===== config.mk =====
export PLATFORM = sky130hd
export DESIGN_NAME = etf_ctrl
export DESIGN_NICKNAME = d
export VERILOG_FILES = /design/src/design/etf_pkg.sv /design/src/design/etf_ctrl.sv
export VERILOG_INCLUDE_DIRS = /design/src /design/src/design
export SDC_FILE = /design/constraint.sdc
export NUM_CORES = 1
export LEC_CHECK = 0
export ABC_AREA = 1
export BUFFER_PORTS_ARGS = -buffer_cell sky130_fd_sc_hd__buf_4
export CORE_AREA = 3 3 40 42
export DETAILED_ROUTE_END_ITERATION = 8
export DIE_AREA = 0 0 43 45
export PLACE_DENSITY = 0.43
export SKIP_CTS_REPAIR_TIMING = 1
export SLEW_MARGIN = 20
export SYNTH_ARGS = -nofsm -noshare
export SYNTH_HDL_FRONTEND = slang
export SYNTH_SLANG_ARGS = --single-unit
export TNS_END_PERCENT = 1

===== constraint.sdc =====
create_clock -name clk -period 0.85 [get_ports clk]
set_input_delay 0.085 -clock clk [delete_from_list [all_inputs] [get_ports clk]]
set_output_delay 0.085 -clock clk [all_outputs]
set_load 0.01 [all_outputs]

===== src/design/escape_time_fractal_pixel_assert.svh =====
// Assertion macros for the escape-time fractal pixel RTL.
// Each macro expects clk and rst_n in scope.
`ifndef ESCAPE_TIME_FRACTAL_PIXEL_ASSERT_SVH
`define ESCAPE_TIME_FRACTAL_PIXEL_ASSERT_SVH

// Consequent must hold in the same cycle as the antecedent.
`define ETF_ASSERT_NOW(label, ante, cons, msg) \
  label: assert property (@(posedge clk) disable iff (!rst_n) (ante) |-> (cons)) \
    else $error(msg);

// Consequent must hold in the cycle after the antecedent.
`define ETF_ASSERT_NEXT(label, ante, cons, msg) \
  label: assert property (@(posedge clk) disable iff (!rst_n) (ante) |=> (cons)) \
    else $error(msg);

`endif


===== src/design/etf_pkg.sv =====
`default_nettype none
package etf_pkg;

  localparam int MAX_IMAGE_SIZE = 1024;
  localparam int FRAC_BITS      = 28;
  localparam int PALETTE_SIZE   = 16;

  localparam int COORD_W = 10;
  localparam int ITER_W  = 10;
  localparam int SIZE_W  = 11;
  localparam int WORD_W  = 32;
  localparam int SCALE_W = 31;
  localparam int COLOR_W = 24;
  localparam int CIDX_W  = 3;

  typedef logic [COORD_W-1:0]       coord_t;
  typedef logic [ITER_W-1:0]        iter_t;
  typedef logic signed [WORD_W-1:0] word_t;
  typedef logic [COLOR_W-1:0]       color_t;
  typedef logic [CIDX_W-1:0]        cfg_idx_t;

  // Register indexes of the configuration port.
  localparam cfg_idx_t CFG_MODE      = 3'd0;
  localparam cfg_idx_t CFG_DEPTH     = 3'd1;
  localparam cfg_idx_t CFG_IMAGE     = 3'd2;
  localparam cfg_idx_t CFG_ORIGIN_RE = 3'd3;
  localparam cfg_idx_t CFG_ORIGIN_IM = 3'd4;
  localparam cfg_idx_t CFG_SCALE     = 3'd5;
  localparam cfg_idx_t CFG_JULIA_RE  = 3'd6;
  localparam cfg_idx_t CFG_JULIA_IM  = 3'd7;

  localparam logic signed [65:0] WORD_MAX = 66'sd2147483647;
  localparam logic signed [65:0] WORD_MIN = -66'sd2147483648;

  // |z|^2 > 4 with 2*FRAC_BITS fraction bits.
  localparam logic [64:0] ESC_LIMIT = 65'd1 << (2 * FRAC_BITS + 2);

  localparam color_t PALETTE [PALETTE_SIZE] = '{
    24'h09012f, 24'h040449, 24'h000764, 24'h0c2c8a,
    24'h1852b1, 24'h397dd1, 24'h86b5e5, 24'hd3ecf8,
    24'hf1e9bf, 24'hf8c95f, 24'hffaa00, 24'hcc8000,
    24'h995700, 24'h6a3403, 24'h421e0f, 24'h19071a
  };

  typedef enum logic [2:0] {
    S_IDLE,
    S_MAP_MUL,
    S_MAP_ADD,
    S_IT_MUL,
    S_IT_UPD,
    S_FIN
  } etf_state_t;

  typedef struct packed {
    logic load_in;
    logic map_mul;
    logic map_add;
    logic it_mul;
    logic it_upd;
    logic load_out;
  } etf_cmd_t;

  typedef struct packed {
    logic stop;
  } etf_sts_t;

  function automatic word_t sat_word(input logic signed [65:0] v);
    if (v > WORD_MAX) begin
      return word_t'(WORD_MAX[31:0]);
    end else if (v < WORD_MIN) begin
      return word_t'(WORD_MIN[31:0]);
    end
    return word_t'(v[31:0]);
  endfunction

endpackage
`default_nettype wire


===== src/design/etf_ctrl.sv =====
`default_nettype none
`include "escape_time_fractal_pixel_assert.svh"
module etf_ctrl import etf_pkg::*; (
  input  wire logic     clk,
  input  wire logic     rst_n,
  input  wire logic     in_valid,
  output logic          in_ready,
  output logic          out_valid,
  input  wire logic     out_ready,
  output etf_cmd_t      cmd,
  input  wire etf_sts_t sts
);

  etf_state_t state_r, state_nxt;
  logic       out_valid_r, out_valid_nxt;
  logic       out_free;

  assign out_free = !out_valid_r || out_ready;

  always_comb begin
    state_nxt = state_r;
    unique case (state_r)
      S_IDLE:    if (in_valid) state_nxt = S_MAP_MUL;
      S_MAP_MUL: state_nxt = S_MAP_ADD;
      S_MAP_ADD: state_nxt = S_IT_MUL;
      S_IT_MUL:  state_nxt = S_IT_UPD;
      S_IT_UPD:  state_nxt = sts.stop ? S_FIN : S_IT_MUL;
      S_FIN:     if (out_free) state_nxt = S_IDLE;
      default:   state_nxt = S_IDLE;
    endcase
  end

  always_comb begin
    cmd      = '0;
    in_ready = 1'b0;
    unique case (state_r)
      S_IDLE: begin
        in_ready    = 1'b1;
        cmd.load_in = in_valid;
      end
      S_MAP_MUL: cmd.map_mul = 1'b1;
      S_MAP_ADD: cmd.map_add = 1'b1;
      S_IT_MUL:  cmd.it_mul  = 1'b1;
      S_IT_UPD:  cmd.it_upd  = 1'b1;
      S_FIN:     cmd.load_out = out_free;
      default: ;
    endcase
  end

  // A new result beat wins over the consumer taking the old one.
  always_comb begin
    out_valid_nxt = out_valid_r;
    if (out_valid_r && out_ready) out_valid_nxt = 1'b0;
    if (cmd.load_out) out_valid_nxt = 1'b1;
  end

  always_ff @(posedge clk) begin
    if (!rst_n) begin
      state_r     <= S_IDLE;
      out_valid_r <= 1'b0;
    end else begin
      state_r     <= state_nxt;
      out_valid_r <= out_valid_nxt;
    end
  end

  assign out_valid = out_valid_r;

  `ETF_ASSERT_NEXT(a_load_shows_beat, cmd.load_out, out_valid_r,
                   "loaded result is not presented")
  `ETF_ASSERT_NOW(a_no_overwrite, cmd.load_out, !out_valid_r || out_ready,
                  "result register overwritten while its beat waits")
  `ETF_ASSERT_NEXT(a_fin_waits, state_r == S_FIN && out_valid_r && !out_ready,
                   state_r == S_FIN && out_valid_r, "finished pixel left while output stalled")

endmodule
`default_nettype wire


# Word-level counts from Yosys, hierarchy flattened
# Index checks and enable logic that the tools add are counted.
[totals]
regBits = 4
in_bits = 5
output_inout_bits = 8
word_cells = 28
[classes]
eq_ne = 7
muxes = 13
reduce_logical = 6
[ops]
columns = ["operator", "count"]
rows = [
  ["$pmux 3 s6", 1],
  ["$mux 1", 9],
  ["$mux 3", 3],
  ["$eq 3x2->1 const B", 2],
  ["$eq 3x3->1 const B", 2],
  ["$ne 2x2->1 const B", 2],
  ["$eq 3x1->1 const B", 1],
  ["$logic_not 3->1", 1],
  ["$reduce_and 2->1", 1],
  ["$reduce_bool 2->1", 1],
  ["$logic_and 1x1->1", 1],
  ["$logic_not 1->1", 1],
  ["$logic_or 1x1->1", 1],
]

# Longest topological paths before layout
# Gate-level depths: netlist of run 1.
[depth]
word_depth = 4
mapped_depth = 5
depth_no_buf = 5

# Worst setup path after synthesis of run 1
# No wires, ideal clock.
[synth_timing]
path_kind = "flip-flop to flip-flop"
from = "register state_r[2]"
to = "register state_r[1]"
t_arrival_ns = 0.844
required_time_ns = 0.780
slack_ns = -0.064
path_stages_with_launch = 5
path_buffers = 0
path_cell_list = "dfxtp_1 -> inv_2 -> nor3_2 -> nand2_1 -> a21oi_1"
[synth_between]
elab_chain_len = 3
[synth_lines]
columns = ["element", "line", "rtl"]
rows = [
  ["from (decl)", "etf_ctrl.sv:14", "etf_state_t state_r, state_nxt;"],
  ["from (signal assigned)", "etf_ctrl.sv:62", "state_r <= state_nxt;"],
  ["$eq 3x3->1 or $logic_not 3->1 (tied branches)", "etf_ctrl.sv:22", "unique case (state_r)"],
  ["$ne 2x2->1 (no source line)", "n/a", ""],
  ["$reduce_and 2->1 (no source line)", "n/a", ""],
]
# Parallel ways exist; a longest one is shown, timed or not.
# A chain may end at the register's enable or synchronous reset.

==> impl_metrics.csv, run 1 <==
group,metric,value,unit
status,status,"complete, but fails checks",
status,violations,"negative setup slack",
sta,setup_ws,-0.263,ns
global_routing,antenna_found_initial,0,
pwr,total_power,684,µW
cells_and_area,drive_gt1_share,54.4,%
worst_setup_path,reg2reg_to,"state_r[2]$_SDFFE_PN0P_",
worst_setup_path,cp_data_required_time,0.76,ns
sta,tightest_slew,0.171,ns
worst_setup_path,crit_fanout,7,
drt,drt_iter0_markers,2,
placement,dpl_worst_slack,-0.105,ns
cts,root_buffer,"clkbuf_4",
pwr,p_per_area,1570,mW/mm²
pwr,ir_worst_vdd,478,µV
worst_hold_path,min_path_type,"in2reg",
placement,gp_congestion,0.669,
pwr,power_leakage,0.233,nW
floorplan,die_x,43,µm
yosys,synth_warnings,0,
worst_setup_path,crit_type,"reg2out",
floorplan,rows,13,
sta,slew_headroom,88.6,%
yosys,synth_cells,40,
floorplan,die_y,45,µm
cells_and_area,fill_cells,143,
worst_hold_path,hp-start,"sts",
yosys,syn-num-nets,45,
sta,layout_min_cycle_time,1.11,ns
cts,clockBufferDepth,2,
worst_setup_path,cp_data_arrival_time,1.03,ns
global_routing,grt_pass1_wl,834,µm
worst_setup_path,reg2reg_setup_slack,-0.07,ns
cells_and_area,multi_input_area,140,µm²
cts,clk_latency,0.23,ns
sta,max_freq,0.899,GHz
sta,slew_viol_final,0,
cells_and_area,layout_commonest_cell,"buf_4",
placement,port_buffers,12,
worst_setup_path,cp-end-kind,"output pin",
floorplan,core_region_area,0.00128,mm²
cts,cts_buffers,3,
cts,htreeDepth,1,
yosys,syn_avg_cell_area,6.16,µm²
cells_and_area,syn2layout_area_growth,77.2,%
cts,path_clk_slew,0.04,ns
yosys,synth_seq_area_share,32.5,%
cells_and_area,num_antenna_cells,0,
yosys,synth_seq_cells,4,
sta,hold_viol,0,
global_routing,grtUsageTotal,6.00,%
worst_setup_path,reg2reg_from,"state_r[0]$_SDFFE_PN0P_",
global_routing,grt_max_degree,8,
placement,dpl.hpwl,469,µm
yosys,netlist_area,246,µm²
drt,first_pass_iters,2,
cts,tritoncts,"yes",
cells_and_area,nets,64,
floorplan,die_area,0.00194,mm²
job,maxCapViolCount,0,
floorplan,start_util,19.2,%
sta,setup_tns,-1.52,ns
global_routing,first_global_vias,246,
sta,final.setup_skew,0.00276,ns
sta,rsz0062_at_grt,"true",
drt,finalWirelength,635,µm
floorplan,io_pins,13,
drt,route.detailed.drc,0,
cells_and_area,layout_common_cells,"buf_4, inv_1, nand3_1, nand2_1",
global_routing,grt-ovfl-total,0,
worst_hold_path,holdPathEnd,"state_r[1]$_SDFFE_PN0P_",
worst_setup_path,crit_path_start_kind,"register",
drt,vias,291,
sta,fin_crit_sh,131,%
cells_and_area,seqCellArea,91.3,µm²
worst_setup_path,worstRegToRegCells,6,
sta,setup_viol,10,
yosys,synth_cell_types,11,
drt,antenna_left,0,
cells_and_area,final_util,34.0,%
worst_hold_path,holdPathStages,4,
drt,vias_per_cell,4.04,
cts,cts.sinks,4,
drt,drt-wirelength-per-cell,8.82,µm
[synthesized netlist by cell type (all sizes together)]
| cell type | count | area, µm² |
|---|---|---|
| inv | 12 | 45.1 |
| nand3 | 6 | 35.0 |
| nor2 | 6 | 25.0 |
| a21oi | 5 | 25.0 |
| nand2 | 5 | 18.8 |
| dfxtp | 4 | 80.1 |
| buf | 1 | 7.51 |
| nor3 | 1 | 10.0 |
[cell type report]
class                      instances  share of cell area, %
inverter                          12                   10.9
multi-input combinational         23                   32.1
tap                               15                   4.30
sequential                         4                   20.9
timing repair buffer              15                   26.6
clock buffer                       3                   5.16
[critical path, stage by stage (launching register included)]
cell and delay [ns]:
dfxtp_4 0.37, nor2_4 0.14, nand2_2 0.07, nor2_2 0.10, buf_4 0.12
[state kept, by name, indices dropped and copies added, names as in the netlist]
signal / flops
out_valid: 1
state_r: 3
[report_power, final]
group | internal [mW] | leakage, nW | switching [mW]
Clock | 0.158 | 0.0138 | 0.0796
Sequential | 0.204 | 0.0348 | 0.0355
Combinational | 0.107 | 0.184 | 0.0995
Total | 0.469 | 0.233 | 0.215
[metrics by stage]
step	hold WS [ns]	instance area, µm²	std cells
4_1_cts	0.116	393	71
3_5_place_dp	0.360	370	68
5_1_grt	0.137	437	72
3_3_place_gp	0.363	370	68
2_1_floorplan	0.247	254	40
6_report	0.114	437	72
[kinds of logic (layout without fill, tap and decap cells)]
group,after synthesis,count (layout),synth area share [%]
simple gates,18,18,36.0
buf+inv,13,30,21.3
flops,4,4,32.5
compound gates,5,5,10.2
[worst max path at each step]
| stage | startpoint | endpoint | slack (ns) | depth (start not counted) |
|---|---|---|---|---|
| 3_5_place_dp | state_r[1]$_SDFFE_PN0P_ | state_r[0]$_SDFFE_PN0P_ | -0.10 | 4 |
| 4_1_cts | state_r[1]$_SDFFE_PN0P_ | cmd[5] | -0.36 | 4 |
| 3_3_place_gp | state_r[1]$_SDFFE_PN0P_ | cmd[5] | -0.09 | 4 |
| 6_report | state_r[0]$_SDFFE_PN0P_ | cmd[5] | -0.26 | 4 |
| 2_1_floorplan | state_r[1]$_SDFFE_PN0P_ | state_r[0]$_SDFFE_PN0P_ | -0.03 | 4 |
| 5_1_grt | state_r[0]$_SDFFE_PN0P_ | cmd[5] | -0.33 | 4 |
[per-layer routing]
layer | wire, µm | track usage, % | vias to the layer above | part of all wire (%)
li1 | - | - | 157 | -
met1 | 265 | 6.04 | 128 | 42
met2 | 341 | 9.28 | 6 | 54
met3 | 27 | 2.79 | 0 | 4.3
met4 | 0 | 5.42 | 0 | 0
met5 | 0 | 0 | - | 0
Power figures use the tool's default switching activity.
==> run 2: changes to the inputs <==
--- a/config.mk
+++ b/config.mk
@@ -6,12 +6,11 @@
 export SDC_FILE = /design/constraint.sdc
 export NUM_CORES = 1
 export LEC_CHECK = 0
-export ABC_AREA = 1
 export BUFFER_PORTS_ARGS = -buffer_cell sky130_fd_sc_hd__buf_4
 export CORE_AREA = 3 3 40 42
 export DETAILED_ROUTE_END_ITERATION = 8
 export DIE_AREA = 0 0 43 45
-export PLACE_DENSITY = 0.43
+export PLACE_DENSITY = 0.45
 export SKIP_CTS_REPAIR_TIMING = 1
 export SLEW_MARGIN = 20
 export SYNTH_ARGS = -nofsm -noshare
==> impl_metrics.csv, run 2 <==
group,metric,value,unit
status,status,"complete, but fails checks",
status,violations,"negative setup slack",
worst_setup_path,reg2reg_setup_slack,-0.22,ns
yosys,ys_async_sr_fraction,0,%
yosys,synth_cells,31,
sta,final.setup_skew,0.00911,ns
placement,dp.cells,60,
worst_setup_path,worstRegToRegCells,4,
drt,drt_iter0_markers,0,
global_routing,grt_pass1_wl,1.09,mm
placement,gp_congestion,0.793,
drt,route.detailed.drc,0,
floorplan,die_area,0.00194,mm²
cts,clk_latency,0.24,ns
yosys,synth_top_area_share,30.0,%
yosys,synth-edff-count,0,
cells_and_area,seqCellArea,88.8,µm²
cts,clockBufferDepth,2,
sta,hold_viol,0,
sta,slew_viol_final,0,
cells_and_area,layout_commonest_cell,"buf_4",
global_routing,grt-ovfl-total,0,
sta,tightest_slew,0.181,ns
cts,root_buffer,"clkbuf_4",
placement,port_buffers,12,
cells_and_area,drive_gt1_share,68.6,%
worst_setup_path,reg2reg_to,"state_r[0]$_SDFFE_PN0P_",
cells_and_area,largest_reg_flops,3,
floorplan,rows,13,
worst_setup_path,crit_path_start_kind,"register",
floorplan,die_x,43,µm
cells_and_area,multi_input_area,189,µm²
worst_setup_path,reg2reg_from,"state_r[2]$_SDFFE_PN0P_",
drt,vias,293,
yosys,yosysMostFrequentCell,"dfxtp_1",
cells_and_area,nets,58,
cells_and_area,top_register,"state_r",
drt,drt-wirelength-per-cell,11.1,µm
worst_setup_path,crit_slowest_cell,"dfxtp_4",
sta,fin_crit_sh,144,%
pwr,p_per_area,1370,mW/mm²
yosys,synth_seq_area_share,30.0,%
drt,vias_per_cell,4.44,
cells_and_area,syn2layout_area_growth,87.3,%
sta,slew_headroom,87.9,%
pwr,power_leakage,0.226,nW
floorplan,start_util,20.7,%
cells_and_area,fin_cells,66,
job,maxCapViolCount,0,
sta,setup_tns,-2.96,ns
yosys,synthTopCellsByArea,"dfxtp_1, nor3b_1, nor2b_4, and4bb_2, nor2b_1",
cts,cts_buffers,3,
cts,cts.sinks,4,
cts,path_clk_slew,0.04,ns
yosys,syn_avg_cell_area,8.60,µm²
global_routing,first_global_vias,279,
yosys,synth_ff_type,"dfxtp_1",
floorplan,io_pins,13,
floorplan,core_region_area,0.00128,mm²
cells_and_area,layout_common_cells,"buf_4, buf_6, clkbuf_4",
global_routing,antenna_found_initial,0,
sta,max_freq,0.817,GHz
sta,setup_viol,10,
pwr,ir_worst_vdd,740,µV
worst_setup_path,critPathMostFrequentCell,"buf_6",
drt,finalWirelength,732,µm
sta,setup_ws,-0.375,ns
cells_and_area,final_util,38.9,%
sta,layout_min_cycle_time,1.22,ns
drt,antenna_left,0,
cts,tritoncts,"yes",
yosys,yosysTopAreaCell,"dfxtp_1",
worst_setup_path,crit_fanout,6,
worst_setup_path,crit_type,"reg2out",
floorplan,die_y,45,µm
worst_setup_path,cp-end-kind,"output pin",
yosys,netlist_area,267,µm²
yosys,synth_cell_types,22,
global_routing,grt_max_degree,10,
yosys,synth_seq_cells,4,
yosys,syn-num-nets,36,
worst_setup_path,cp-startpoint,"state_r[2]$_SDFFE_PN0P_",
drt,first_pass_iters,1,
sta,rsz0062_at_grt,"true",
worst_hold_path,min_path_type,"in2reg",
worst_setup_path,cp_data_required_time,0.76,ns
worst_setup_path,cp_data_arrival_time,1.14,ns
worst_setup_path,worstPathCellList,"buf_6 -> nor3_4 -> and2_4 -> buf_6",
worst_setup_path,max_stage_delay,0.35,ns
cts,htreeDepth,1,
worst_setup_path,worstSetupEndpoint,"cmd[5]",
cells_and_area,num_antenna_cells,0,
yosys,yosys-top-cells-count,"dfxtp_1, nor3b_1",
global_routing,grtUsageTotal,7.99,%
yosys,synth_warnings,0,
cells_and_area,fill_cells,132,
## run 2: worst min path at each step
stage,startpoint,end,slack [ns],depth (start not counted)
final,rst_n,state_r[0]$_SDFFE_PN0P_,0.10,3
after floorplan,rst_n,state_r[2]$_SDFFE_PN0P_,0.21,1
after global routing,rst_n,state_r[2]$_SDFFE_PN0P_,0.10,2
after detailed placement,rst_n,state_r[2]$_SDFFE_PN0P_,0.34,2
after global placement,rst_n,state_r[2]$_SDFFE_PN0P_,0.34,2
after CTS,rst_n,state_r[2]$_SDFFE_PN0P_,0.1,2
## run 2: where the power goes
group / switching (mW) / internal [mW]
clock network: 0.0755 / 0.158
logic: 0.0835 / 0.150
registers: 0.0169 / 0.200
total: 0.176 / 0.507
## run 2: kinds of logic after synthesis
family | synth area share (%)
AND/OR/NAND/NOR | 45.5
AO/OA/AOI/OAI | 13.6
flip-flops | 30.0
buffers and inverters | 10.8
## run 2: per-layer routing
metal	share of wire, %	GRT usage (%)	vias to the layer above	routed length, µm
met5	0	0	-	0
met4	0	1.81	0	0
met3	5.3	6.77	0	39
met2	54	12.0	8	397
met1	40	8.67	136	296
li1	-	-	149	-
## run 2: cell type report
class                           count  area share [%]
Multi-Input combinational cell     23            37.8
Timing Repair Buffer               21            36.1
Sequential cell                     4            17.8
Clock buffer                        3            4.51
Tap cell                           15            3.76
## run 2: worst max-delay path: cells and delay by family, from the launching register on
family | cells | cell delay (ns)
AND/OR/NAND/NOR | 2 | 0.34
buffers and inverters | 2 | 0.21
flip-flops | 1 | 0.35
## run 2: through the flow
step           power (mW)  setup slack [ns]  instance area (µm²)  hold slack, ns
2_1_floorplan       0.315            -0.190                  285           0.205
3_3_place_gp        0.387            -0.186                  398           0.337
3_5_place_dp        0.388            -0.206                  398           0.340
4_1_cts             0.631            -0.435                  420          0.0987
5_1_grt             0.741            -0.439                  499           0.102
6_report            0.683            -0.375                  499           0.101
